==> src/sv/icmprc_pkg.sv <==
// Shared types and constants of the ICMP reply classifier.
package icmprc_pkg;

  // Configuration port
  localparam int unsigned ADDR_W = 2;
  localparam int unsigned DATA_W = 32;
  localparam logic [ADDR_W-1:0] REG_EXP_SEQ_ADDR = 2'd0;
  localparam logic [15:0] EXP_SEQ_RESET = 16'd1;

  // ICMP message types
  localparam logic [7:0] ICMP_ECHO_REPLY    = 8'd0;
  localparam logic [7:0] ICMP_TIME_EXCEEDED = 8'd11;

  // Offsets inside an ICMP header
  localparam int unsigned OFS_ID_LO  = 4;
  localparam int unsigned OFS_ID_HI  = 5;
  localparam int unsigned OFS_SEQ_LO = 6;
  localparam int unsigned OFS_SEQ_HI = 7;
  // Quoted inner IP header starts this far after the outer ICMP header
  localparam int unsigned OFS_INNER_IP = 8;

  typedef struct packed {
    logic [7:0]  message_type;
    logic [15:0] identifier;
    logic [15:0] sequence_res;
    logic        matches_res;
    logic        truncated;
  } res_t;

endpackage

==> src/sv/icmprc_cfg.sv <==
// APB register file holding the expected sequence value.
module icmprc_cfg (
  input  logic                              clk_i,
  input  logic                              rst_ni,
  input  logic                              psel,
  input  logic                              penable,
  input  logic                              pwrite,
  input  logic [icmprc_pkg::ADDR_W-1:0]     paddr,
  input  logic [icmprc_pkg::DATA_W-1:0]     pwdata,
  output logic [icmprc_pkg::DATA_W-1:0]     prdata,
  output logic                              pready,
  output logic [15:0]                       exp_seq_o
);

  logic [15:0] exp_seq_q;
  logic        wr_en;

  assign wr_en  = psel & penable & pwrite & (paddr == icmprc_pkg::REG_EXP_SEQ_ADDR);
  assign pready = 1'b1;

  always_ff @(posedge clk_i or negedge rst_ni) begin
    if (!rst_ni) begin
      exp_seq_q <= icmprc_pkg::EXP_SEQ_RESET;
    end else if (wr_en) begin
      exp_seq_q <= pwdata[15:0];
    end
  end

  always_comb begin
    prdata = '0;
    if (paddr == icmprc_pkg::REG_EXP_SEQ_ADDR) begin
      prdata = {{(icmprc_pkg::DATA_W-16){1'b0}}, exp_seq_q};
    end
  end

  assign exp_seq_o = exp_seq_q;

endmodule

==> src/sv/icmprc_parse.sv <==
// Per-packet parse state and the result formed on the last byte.
module icmprc_parse #(
  parameter int unsigned MAX_PACKET_BYTES = 65535
) (
  input  logic               clk_i,
  input  logic               rst_ni,
  input  logic               beat_i,
  input  logic [7:0]         byte_i,
  input  logic               last_i,
  input  logic [15:0]        exp_seq_i,
  output icmprc_pkg::res_t   res_o
);

  localparam int unsigned POS_W = $clog2(MAX_PACKET_BYTES + 1);
  localparam int unsigned CW    = (POS_W > 8) ? POS_W : 8;

  logic [POS_W-1:0] pos_q, pos_d;
  logic [5:0]       hdr_q, hdr_d;
  logic [7:0]       inner_q, inner_d;
  logic [7:0]       type_q, type_d;
  logic [15:0]      id_q, id_d;
  logic [15:0]      seq_q, seq_d;
  logic             ftype_q, ftype_d;
  logic             finner_q, finner_d;
  logic             fdone_q, fdone_d;

  logic             active;
  logic [CW-1:0]    pos_ext, hdr_ext, inner_ext, rel;
  logic             take_en;
  logic             have_type, needs, trunc;

  always_comb begin
    hdr_d    = hdr_q;
    inner_d  = inner_q;
    type_d   = type_q;
    id_d     = id_q;
    seq_d    = seq_q;
    ftype_d  = ftype_q;
    finner_d = finner_q;
    fdone_d  = fdone_q;
    pos_d    = pos_q;
    take_en  = 1'b0;
    rel      = '0;

    active  = (pos_q < POS_W'(MAX_PACKET_BYTES));
    pos_ext = CW'(pos_q);

    if (active && (pos_q == '0)) begin
      hdr_d = {byte_i[3:0], 2'b00};
    end
    hdr_ext   = CW'(hdr_d);
    inner_ext = CW'(inner_q);

    if (active) begin
      if ((pos_ext == hdr_ext) && !ftype_q) begin
        type_d  = byte_i;
        ftype_d = 1'b1;
      end
      // Type can only be captured at the header offset, so the old flag is enough here
      if (ftype_q && !fdone_q && (pos_ext > hdr_ext)) begin
        if (type_q == icmprc_pkg::ICMP_ECHO_REPLY) begin
          take_en = 1'b1;
          rel     = pos_ext - hdr_ext;
        end else if (type_q == icmprc_pkg::ICMP_TIME_EXCEEDED) begin
          if (pos_ext == hdr_ext + CW'(icmprc_pkg::OFS_INNER_IP)) begin
            inner_d  = 8'(hdr_d) + 8'(icmprc_pkg::OFS_INNER_IP) + {2'b00, byte_i[3:0], 2'b00};
            finner_d = 1'b1;
          end
          inner_ext = CW'(inner_d);
          if (finner_d && (pos_ext >= inner_ext)) begin
            take_en = 1'b1;
            rel     = pos_ext - inner_ext;
          end
        end
      end
      if (take_en) begin
        if (rel == CW'(icmprc_pkg::OFS_ID_LO)) begin
          id_d = {id_q[15:8], byte_i};
        end else if (rel == CW'(icmprc_pkg::OFS_ID_HI)) begin
          id_d = {byte_i, id_q[7:0]};
        end else if (rel == CW'(icmprc_pkg::OFS_SEQ_LO)) begin
          seq_d = {seq_q[15:8], byte_i};
        end else if (rel == CW'(icmprc_pkg::OFS_SEQ_HI)) begin
          seq_d   = {byte_i, seq_q[7:0]};
          fdone_d = 1'b1;
        end
      end
      pos_d = pos_q + POS_W'(1);
    end

    have_type = ftype_d;
    needs     = have_type && ((type_d == icmprc_pkg::ICMP_ECHO_REPLY) ||
                              (type_d == icmprc_pkg::ICMP_TIME_EXCEEDED));
    trunc     = !have_type || (needs && !fdone_d);

    res_o.message_type = have_type ? type_d : 8'd0;
    res_o.identifier   = trunc ? 16'd0 : id_d;
    res_o.sequence_res = trunc ? 16'd0 : seq_d;
    res_o.matches_res  = !trunc && (seq_d == exp_seq_i);
    res_o.truncated    = trunc;
  end

  always_ff @(posedge clk_i or negedge rst_ni) begin
    if (!rst_ni) begin
      pos_q    <= '0;
      hdr_q    <= '0;
      inner_q  <= '0;
      type_q   <= '0;
      id_q     <= '0;
      seq_q    <= '0;
      ftype_q  <= 1'b0;
      finner_q <= 1'b0;
      fdone_q  <= 1'b0;
    end else if (beat_i) begin
      if (last_i) begin
        // Clear for the next packet
        pos_q    <= '0;
        hdr_q    <= '0;
        inner_q  <= '0;
        type_q   <= '0;
        id_q     <= '0;
        seq_q    <= '0;
        ftype_q  <= 1'b0;
        finner_q <= 1'b0;
        fdone_q  <= 1'b0;
      end else begin
        pos_q    <= pos_d;
        hdr_q    <= hdr_d;
        inner_q  <= inner_d;
        type_q   <= type_d;
        id_q     <= id_d;
        seq_q    <= seq_d;
        ftype_q  <= ftype_d;
        finner_q <= finner_d;
        fdone_q  <= fdone_d;
      end
    end
  end

endmodule

==> src/sv/icmp_reply_classifier.sv <==
// ICMP reply classifier: byte stream in, one result per packet out.
//
// Usage:
//   Input channel (in_valid_i/in_ready_o) carries one byte of a received
//   IPv4 packet per beat in wire order; last_byte_i marks the final byte.
//   Output channel (out_valid_o/out_ready_i) carries one result per packet:
//   outer ICMP type, identifier, sequence, match flag and truncation flag.
//   expected_sequence sits at APB address 0; write it only while idle.
//   A last byte sits in the input register until the result register is
//   free, then the result register takes the parse output.
//   Throughput: one byte per cycle unless a last byte is held, set by the
//   single-pass parse between the input register and the result register.
//   Reset clears the parse state and the valid flags of both registers;
//   expected_sequence returns to 1.
//   A stalled receiver holds the result; bytes that produce no result keep
//   flowing, and a last byte waits in the input register until the result
//   register frees up.
module icmp_reply_classifier #(
  parameter int unsigned MAX_PACKET_BYTES = 65535
) (
  input  logic                          clk_i,
  input  logic                          rst_ni,
  input  logic                          in_valid_i,
  output logic                          in_ready_o,
  input  logic [7:0]                    packet_byte_i,
  input  logic                          last_byte_i,
  output logic                          out_valid_o,
  input  logic                          out_ready_i,
  output logic [7:0]                    message_type_o,
  output logic [15:0]                   identifier_o,
  output logic [15:0]                   sequence_res_o,
  output logic                          matches_res_o,
  output logic                          truncated_o,
  input  logic                          psel,
  input  logic                          penable,
  input  logic                          pwrite,
  input  logic [icmprc_pkg::ADDR_W-1:0] paddr,
  input  logic [icmprc_pkg::DATA_W-1:0] pwdata,
  output logic [icmprc_pkg::DATA_W-1:0] prdata,
  output logic                          pready
);

  logic              in_valid_q;
  logic [7:0]        in_byte_q;
  logic              in_last_q;
  logic              out_valid_q;
  icmprc_pkg::res_t  res_q, res_d;
  logic              out_free;
  logic              adv;
  logic [15:0]       exp_seq;

  icmprc_cfg u_cfg (
    .clk_i     (clk_i),
    .rst_ni    (rst_ni),
    .psel      (psel),
    .penable   (penable),
    .pwrite    (pwrite),
    .paddr     (paddr),
    .pwdata    (pwdata),
    .prdata    (prdata),
    .pready    (pready),
    .exp_seq_o (exp_seq)
  );

  icmprc_parse #(
    .MAX_PACKET_BYTES (MAX_PACKET_BYTES)
  ) u_parse (
    .clk_i     (clk_i),
    .rst_ni    (rst_ni),
    .beat_i    (adv),
    .byte_i    (in_byte_q),
    .last_i    (in_last_q),
    .exp_seq_i (exp_seq),
    .res_o     (res_d)
  );

  assign out_free   = !out_valid_q || out_ready_i;
  // Advance the held byte unless it is a last byte facing a full result register
  assign adv        = in_valid_q && (!in_last_q || out_free);
  assign in_ready_o = !in_valid_q || adv;

  always_ff @(posedge clk_i or negedge rst_ni) begin
    if (!rst_ni) begin
      in_valid_q <= 1'b0;
    end else if (in_ready_o) begin
      in_valid_q <= in_valid_i;
    end
  end

  always_ff @(posedge clk_i) begin
    if (in_ready_o && in_valid_i) begin
      in_byte_q <= packet_byte_i;
      in_last_q <= last_byte_i;
    end
  end

  always_ff @(posedge clk_i or negedge rst_ni) begin
    if (!rst_ni) begin
      out_valid_q <= 1'b0;
    end else if (out_free) begin
      out_valid_q <= adv && in_last_q;
    end
  end

  always_ff @(posedge clk_i) begin
    if (adv && in_last_q) begin
      res_q <= res_d;
    end
  end

  assign out_valid_o    = out_valid_q;
  assign message_type_o = res_q.message_type;
  assign identifier_o   = res_q.identifier;
  assign sequence_res_o = res_q.sequence_res;
  assign matches_res_o  = res_q.matches_res;
  assign truncated_o    = res_q.truncated;

`ifndef ASSERT_OFF
  a_ready_low_only_when_held: assert property (@(posedge clk_i) disable iff (!rst_ni)
    !in_ready_o |-> (in_valid_q && in_last_q && out_valid_q && !out_ready_i))
    else $error("input stalled without a blocked last byte");

  a_result_from_last_beat: assert property (@(posedge clk_i) disable iff (!rst_ni)
    $rose(out_valid_q) |-> $past(adv && in_last_q))
    else $error("result raised without a last byte");

  a_trunc_clears_fields: assert property (@(posedge clk_i) disable iff (!rst_ni)
    (out_valid_q && res_q.truncated) |->
      (res_q.identifier == 16'd0 && res_q.sequence_res == 16'd0 && !res_q.matches_res))
    else $error("truncated result carries captured fields");

  a_no_overwrite: assert property (@(posedge clk_i) disable iff (!rst_ni)
    (out_valid_q && !out_ready_i) |-> !(adv && in_last_q))
    else $error("pending result overwritten");
`endif

endmodule

==> config.mk <==
export PLATFORM = sky130hd
export DESIGN_NAME = icmp_reply_classifier
export DESIGN_NICKNAME = d
export VERILOG_FILES = /design/src/sv/icmprc_pkg.sv /design/src/sv/icmprc_cfg.sv /design/src/sv/icmprc_parse.sv /design/src/sv/icmp_reply_classifier.sv
export SDC_FILE = /design/constraint.sdc
export NUM_CORES = 1
export LEC_CHECK = 0
export ABC_AREA = 1
export BUFFER_PORTS_ARGS = -buffer_cell sky130_fd_sc_hd__buf_4
export CAP_MARGIN = 0
export CORE_UTILIZATION = 34
export CTS_CLUSTER_DIAMETER = 30
export DETAILED_ROUTE_END_ITERATION = 10
export GPL_ROUTABILITY_DRIVEN = 0
export GPL_TIMING_DRIVEN = 0
export PLACE_DENSITY = 0.5
export SYNTH_ARGS = -nofsm -noshare
export SYNTH_HDL_FRONTEND = slang
export SYNTH_HIERARCHICAL = 1
export SYNTH_SLANG_ARGS = --single-unit
==> constraint.sdc <==
create_clock -name clk_i -period 5.65 [get_ports clk_i]
set_input_delay 0 -clock clk_i [delete_from_list [all_inputs] [get_ports clk_i]]
set_output_delay 0 -clock clk_i [all_outputs]
set_load 0.05 [all_outputs]
# Word-level counts from Yosys, hierarchy flattened
# Cells that the tools add are included.
# word_totals
reg_bits	142
output_inout_bits	77
# classes
bitwise_logic	3
n_reduce_logical	33
n_eq_ne	10
muxes	60
add_sub_neg	6
n_lt_le_gt_ge	3
# op_table
op	n
$mux W16	20
$mux W8	13
$eq A16 B3 Y1 const B	4
$eq A16 B16 Y1	2
$mux W1	25
$add A16 B1 Y16 const B	1
$eq A16 B6 Y1	1
$eq A8 B4 Y1 const B	2
$ge A16 B8 Y1	1
$gt A16 B6 Y1	1
$logic_not A16 Y1	1
$logic_not A8 Y1	2
$lt A16 B16 Y1 const B	1
$sub A16 B6 Y16	1
$sub A16 B8 Y16	1
$add A6 B4 Y7 const B	2
$mux W6	2
$logic_and A1 B1 Y1	11
$add A8 B6 Y8	1
$logic_not A1 Y1	8
$reduce_bool A2 Y1	3
$logic_or A1 B1 Y1	5
$reduce_and A5 Y1	1
$and A1 B1 Y1	3
other kinds (3)	3

# Longest topological paths before layout
# depth
depth_word	29
ltp_mapped	46

# Modules after synthesis
# The synthesis kept the hierarchy.
# modules_own_cells
module	instances	area_per_inst_um2	seq_area_each_um2	cells_per_inst
icmprc_parse	1	6246.0	1826.8	947
icmp_reply_classifier	1	1644.1	1581.5	66
icmprc_cfg	1	939.7	401.6	125

# Worst setup path before layout
# Ideal clock, no wire load.
# synth_path
path_kind	register -> register
start	register u_parse.pos_q[1] (netlist: u_parse/pos_ext[1])
end	register res_q (netlist bit matches_res_o) (data pin)
n_path_buf	1
period_less_slack_ns	5.403
setup_slack_ns	0.247
arrival_time_ns	5.152
setup_ns	0.251
stages_incl_launch_ff	39
path_cell_list	dfrtp_1 > inv_1 > ha_1 > nand2_1 > nor2_4 > nand2_4 > o21ai_0 > inv_1 > ha_1 > nand2_1 > nor3_1 > nand2_1 > nor2_1 > nand3_2 > nor2_2 > nand2_2 > clkbuf_1 > o21ai_0 > [... 3 more ...] > nand3_1 > nand2_1 > nor2_1 > a21oi_1 > nand2_2 > nand2_4 > nand3_4 > nor2_1 > nand2_1 > nor2_4 > nand2_2 > or2_2 > nand2_1 > nand2_1 > nand3_1 > nor2_1 > nand2_1 > nor2_1
# synth_lines
element	line_no	text
start, declared	icmprc_parse.sv:17	logic [POS_W-1:0] pos_q, pos_d;
start signal, assigned	icmprc_parse.sv:127	pos_q <= pos_d;
end signal, assigned	icmp_reply_classifier.sv:107	res_q <= res_d;
end, declared	icmp_reply_classifier.sv:47	icmprc_pkg::res_t res_q, res_d;

==> results.sh <==
export IMPL_yosysWarningCount=6
export IMPL_combPwrFrac_pct=51.4
export IMPL_outcome="completed"
export IMPL_drt_vias_per_instance=4.80
export IMPL_clockPowerShare_pct=22.8
export IMPL_synthAdderAreaFrac_pct=3.66
export IMPL_yosys_mux_area_fraction_pct=0
export IMPL_finalNetCount=1410
export IMPL_grtUsageTotal_pct=19.8
export IMPL_synthCells=1138
export IMPL_synthToLayoutAreaGrowth_pct=32.4
export IMPL_diodes=0
export IMPL_power_switching_w=0.00222
export IMPL_grt_pass1_vias=7542
export IMPL_cp_required_ns=5.93
export IMPL_numPlacedInstances=1577
export IMPL_clkTransAtPathRegs_ns=0.07
export IMPL_clkLatencyLatePin_ns=0.43
export IMPL_power_density_nw_per_um2=414
export IMPL_grt_pass1_wl_mm=40.3
export IMPL_core_area_sq_um=25300
export IMPL_switching_share_pct=46.0
export IMPL_drive_above_1_share_pct=25.1
export IMPL_rsz0062_at_grt="true"
export IMPL_cts_max_path_buffers=2
export IMPL_seq_area_frac_synth_pct=43.1
export IMPL_setup_viol=0
export IMPL_final_cell_count_no_fill=1679
export IMPL_antenna_found_initial=0
export IMPL_synth_top_family_by_area="simple AND/OR/NAND/NOR gates"
export IMPL_drt_iter0_drc=565
export IMPL_cts_root_buf="clkbuf_16"
export IMPL_fin_crit_ns=5.58
export IMPL_max_freq_ghz=0.179
export IMPL_finClkSkew_ns=0.0135
export IMPL_critical_path_class="register to register"
export IMPL_pwr_share_seq_pct=25.8
export IMPL_peakVddDrop_uv=246
export IMPL_endpoint_kind="register"
export IMPL_slowest_delay_ns=0.41
export IMPL_syn_avg_cell_area_sq_um=7.76
export IMPL_pre_cts_slack_ns=-1.08
export IMPL_yosysUniqueCellTypes=51
export IMPL_final_antenna_net_count=0
export IMPL_min_period_over_period_pct=98.8
export IMPL_p_leak_nw=5.50
export IMPL_grt_max_degree=92
export IMPL_die_area_sq_um=26600
export IMPL_yosys_area_share_simple_pct=31.1
export IMPL_ios=127
export IMPL_drt_pass1_iterations=5
export IMPL_slew_viol_final=0
export IMPL_worst_pin_slew_ns=1.22
export IMPL_wirelength_mm=26.0
export IMPL_fp_row_count=58
export IMPL_portBuffers=93
export IMPL_die_h_um=163
export IMPL_synthFlopType="dfrtp_1"
export IMPL_cts_tree="done"
export IMPL_ys_seq_elements=142
export IMPL_relSlewSlack_pct=18.7
export IMPL_start_util_pct=34.9
export IMPL_avgRoutedWirePerCell_um=15.5
export IMPL_cts_sinks=142
export IMPL_cp_arrival_ns=5.87
export IMPL_drcViolationCount=0
export IMPL_synthArstFlopShare_pct=64.1
export IMPL_numCtsBuffers=17
export IMPL_overflow=0
export IMPL_cp_max_fo=10
export IMPL_syn_area_sq_um=8830
export IMPL_crit_slowest_cell="dfrtp_1"
export IMPL_maxCapViolCount=0
export IMPL_fin_ws_ns=0.0686
export IMPL_hold_viol_final=0
export IMPL_synth_compound_area_share_pct=9.22
export IMPL_hpwl_mm=18.5
export IMPL_hold_class="input pin to asynchronous set/reset pin"
export IMPL_cpMostUsedCell="nor2_4"
export IMPL_synthXorXnorAreaFrac_pct=1.59
export IMPL_num_vias=8056
export IMPL_start_kind="register"
export IMPL_cts_htree_levels=4
export IMPL_num_fill_cells=2567
export IMPL_die_x_um=163
export IMPL_p_int_w=0.00261
export IMPL_synth_edf_count=51
cell type report:
class                   instances  area (sq um)  area share [%]
repair buffers                164          1370            11.8
inverters                     174           656            5.61
multi-input cells             787          4460            38.2
flip-flops and latches        142          3820            32.7
well taps                     330           413            3.53
clock buffers                  17           425            3.64
plain buffers                  50           392            3.35
clock inverters                15           145            1.24
per-stage QoR:
step	hold WS [ns]	setup TNS (ns)	power, W	area (sq um)	util (%)
finish	0.0325	0	0.00484	11700	46.1
detailed placement	0.179	-53.19	0.00335	10000	39.6
global route	0.0551	-1.87	0.00520	11700	46.1
CTS	0.0208	0	0.00459	11200	44.0
floorplan	-0.296	0	0.00280	8890	-
global placement	0.182	-54.01	0.00335	10000	39.5
cells by family after synthesis:
kind of cell / count (synthesis)
AND/OR/NAND/NOR: 587
buffers and inverters: 225
AO/OA/AOI/OAI: 142
flip-flops: 142
XOR/XNOR: 16
other: 2
adder cells (fa/ha/maj): 24
sequential cells by signal (all words and copies together), names as in the netlist, 6 cells and up:
signal           flops
identifier_o        16
sequence_res_o      16
u_cfg/exp_seq_o     16
u_parse/id_q        16
u_parse/pos_ext     16
u_parse/seq_q       16
in_byte_q            8
message_type_o       8
u_parse/inner_q      8
u_parse/type_q       8
u_parse/hdr_q        6
layer usage:
layer / routed length, um / part of all wire (%) / vias up / track usage [%]
met4: 312 / 1.2 / 0 / 5.61
met3: 952 / 3.7 / 19 / 3.07
met5: 0 / 0 / - / 0
met1: 12800 / 49 / 3785 / 27.9
met2: 11900 / 46 / 183 / 31.2
li1: - / - / 4069 / -
power groups by stage:
| stage | registers (W) | clock network, W | logic [W] |
|---|---|---|---|
| after floorplan | 0.00129 | 0 | 0.00151 |
| after global placement | 0.00127 | 0 | 0.00208 |
| after detailed placement | 0.00127 | 0 | 0.00208 |
| after CTS | 0.00125 | 0.00113 | 0.00220 |
| after global routing | 0.00126 | 0.00117 | 0.00276 |
| final | 0.00125 | 0.00110 | 0.00248 |
synth_stat cells (2+ instances only):
master | number | share of area, %
a21o_1 | 2 | 0.17
a21oi_1 | 23 | 1.3
a31oi_1 | 2 | 0.14
buf_2 | 8 | 0.45
buf_4 | 22 | 1.9
buf_6 | 6 | 0.77
clkbuf_1 | 13 | 0.55
clkbuf_2 | 2 | 0.11
conb_1 | 2 | 0.085
dfrtp_1 | 90 | 26
edfxtp_1 | 51 | 17
fa_1 | 3 | 0.68
ha_1 | 21 | 3.0
inv_1 | 167 | 7.1
inv_2 | 6 | 0.26
nand2_1 | 240 | 10
nand2_2 | 19 | 1.3
nand2_4 | 12 | 1.5
nand3_1 | 100 | 5.7
nand3_2 | 7 | 0.79
nand3b_1 | 6 | 0.51
nand4_1 | 14 | 0.99
nor2_1 | 145 | 6.2
nor2_2 | 5 | 0.35
nor2_4 | 9 | 1.1
nor2_8 | 2 | 0.45
nor3_1 | 18 | 1.0
nor4_1 | 4 | 0.28
o21ai_0 | 53 | 3.0
o21ai_1 | 5 | 0.28
o21ai_2 | 3 | 0.30
o22ai_1 | 45 | 3.2
xnor2_1 | 2 | 0.20
xor2_1 | 14 | 1.4
worst max-delay path: cells and delay by family, from the launching register on:
kind            cells  cell delay (ns)
flops               1             0.41
fa+ha+maj           3             0.77
buf+inv             4             0.45
simple gates       21             2.49
xor+xnor            1             0.17
compound gates      6             1.14
layout by cell type (no fill, tap or decap), types with 18 or more instances in the layout:
cell,count
nand3_1,91
nor2_1,131
nand2_1,226
nand2_4,18
o21ai_0,33
inv_1,161
dlygate4sd3_1,41
o22ai_1,45
nand2_2,27
a21oi_1,18
dfrtp_1,83
edfxtp_1,51
buf_4,141
final timing paths:
check | to | slack [ns] | start | cells after the start
max in group asynchronous | u_cfg/exp_seq_o[0]$_DFFE_PN1P_ | 4.93 | rst_ni | 3
min | u_parse/pos_ext[12]$_DFFE_PN0P_ | 0.03 | rst_ni | 2
max reg2reg | matches_res_o$_DFFE_PP_ | 0.07 | u_parse/pos_ext[0]$_DFFE_PN0P_ | 35
min reg2reg | u_parse/inner_q[4]$_DFFE_PN0P_ | 0.48 | u_parse/inner_q[4]$_DFFE_PN0P_ | 2
max | matches_res_o$_DFFE_PP_ | 0.07 | u_parse/pos_ext[0]$_DFFE_PN0P_ | 35
min in group clk_i | u_cfg/exp_seq_o[0]$_DFFE_PN1P_ | 0.03 | paddr[0] | 5
what timing repair did:
action                     CTS  global route
setup endpoints to repair   67            66
resized for setup           41           104
cloned                       0             1
hold buffers                41             0
buffers inserted             6            22
pin swaps                    8            45
hold endpoints to repair   117             0
(Power assumes the default switching activity.)
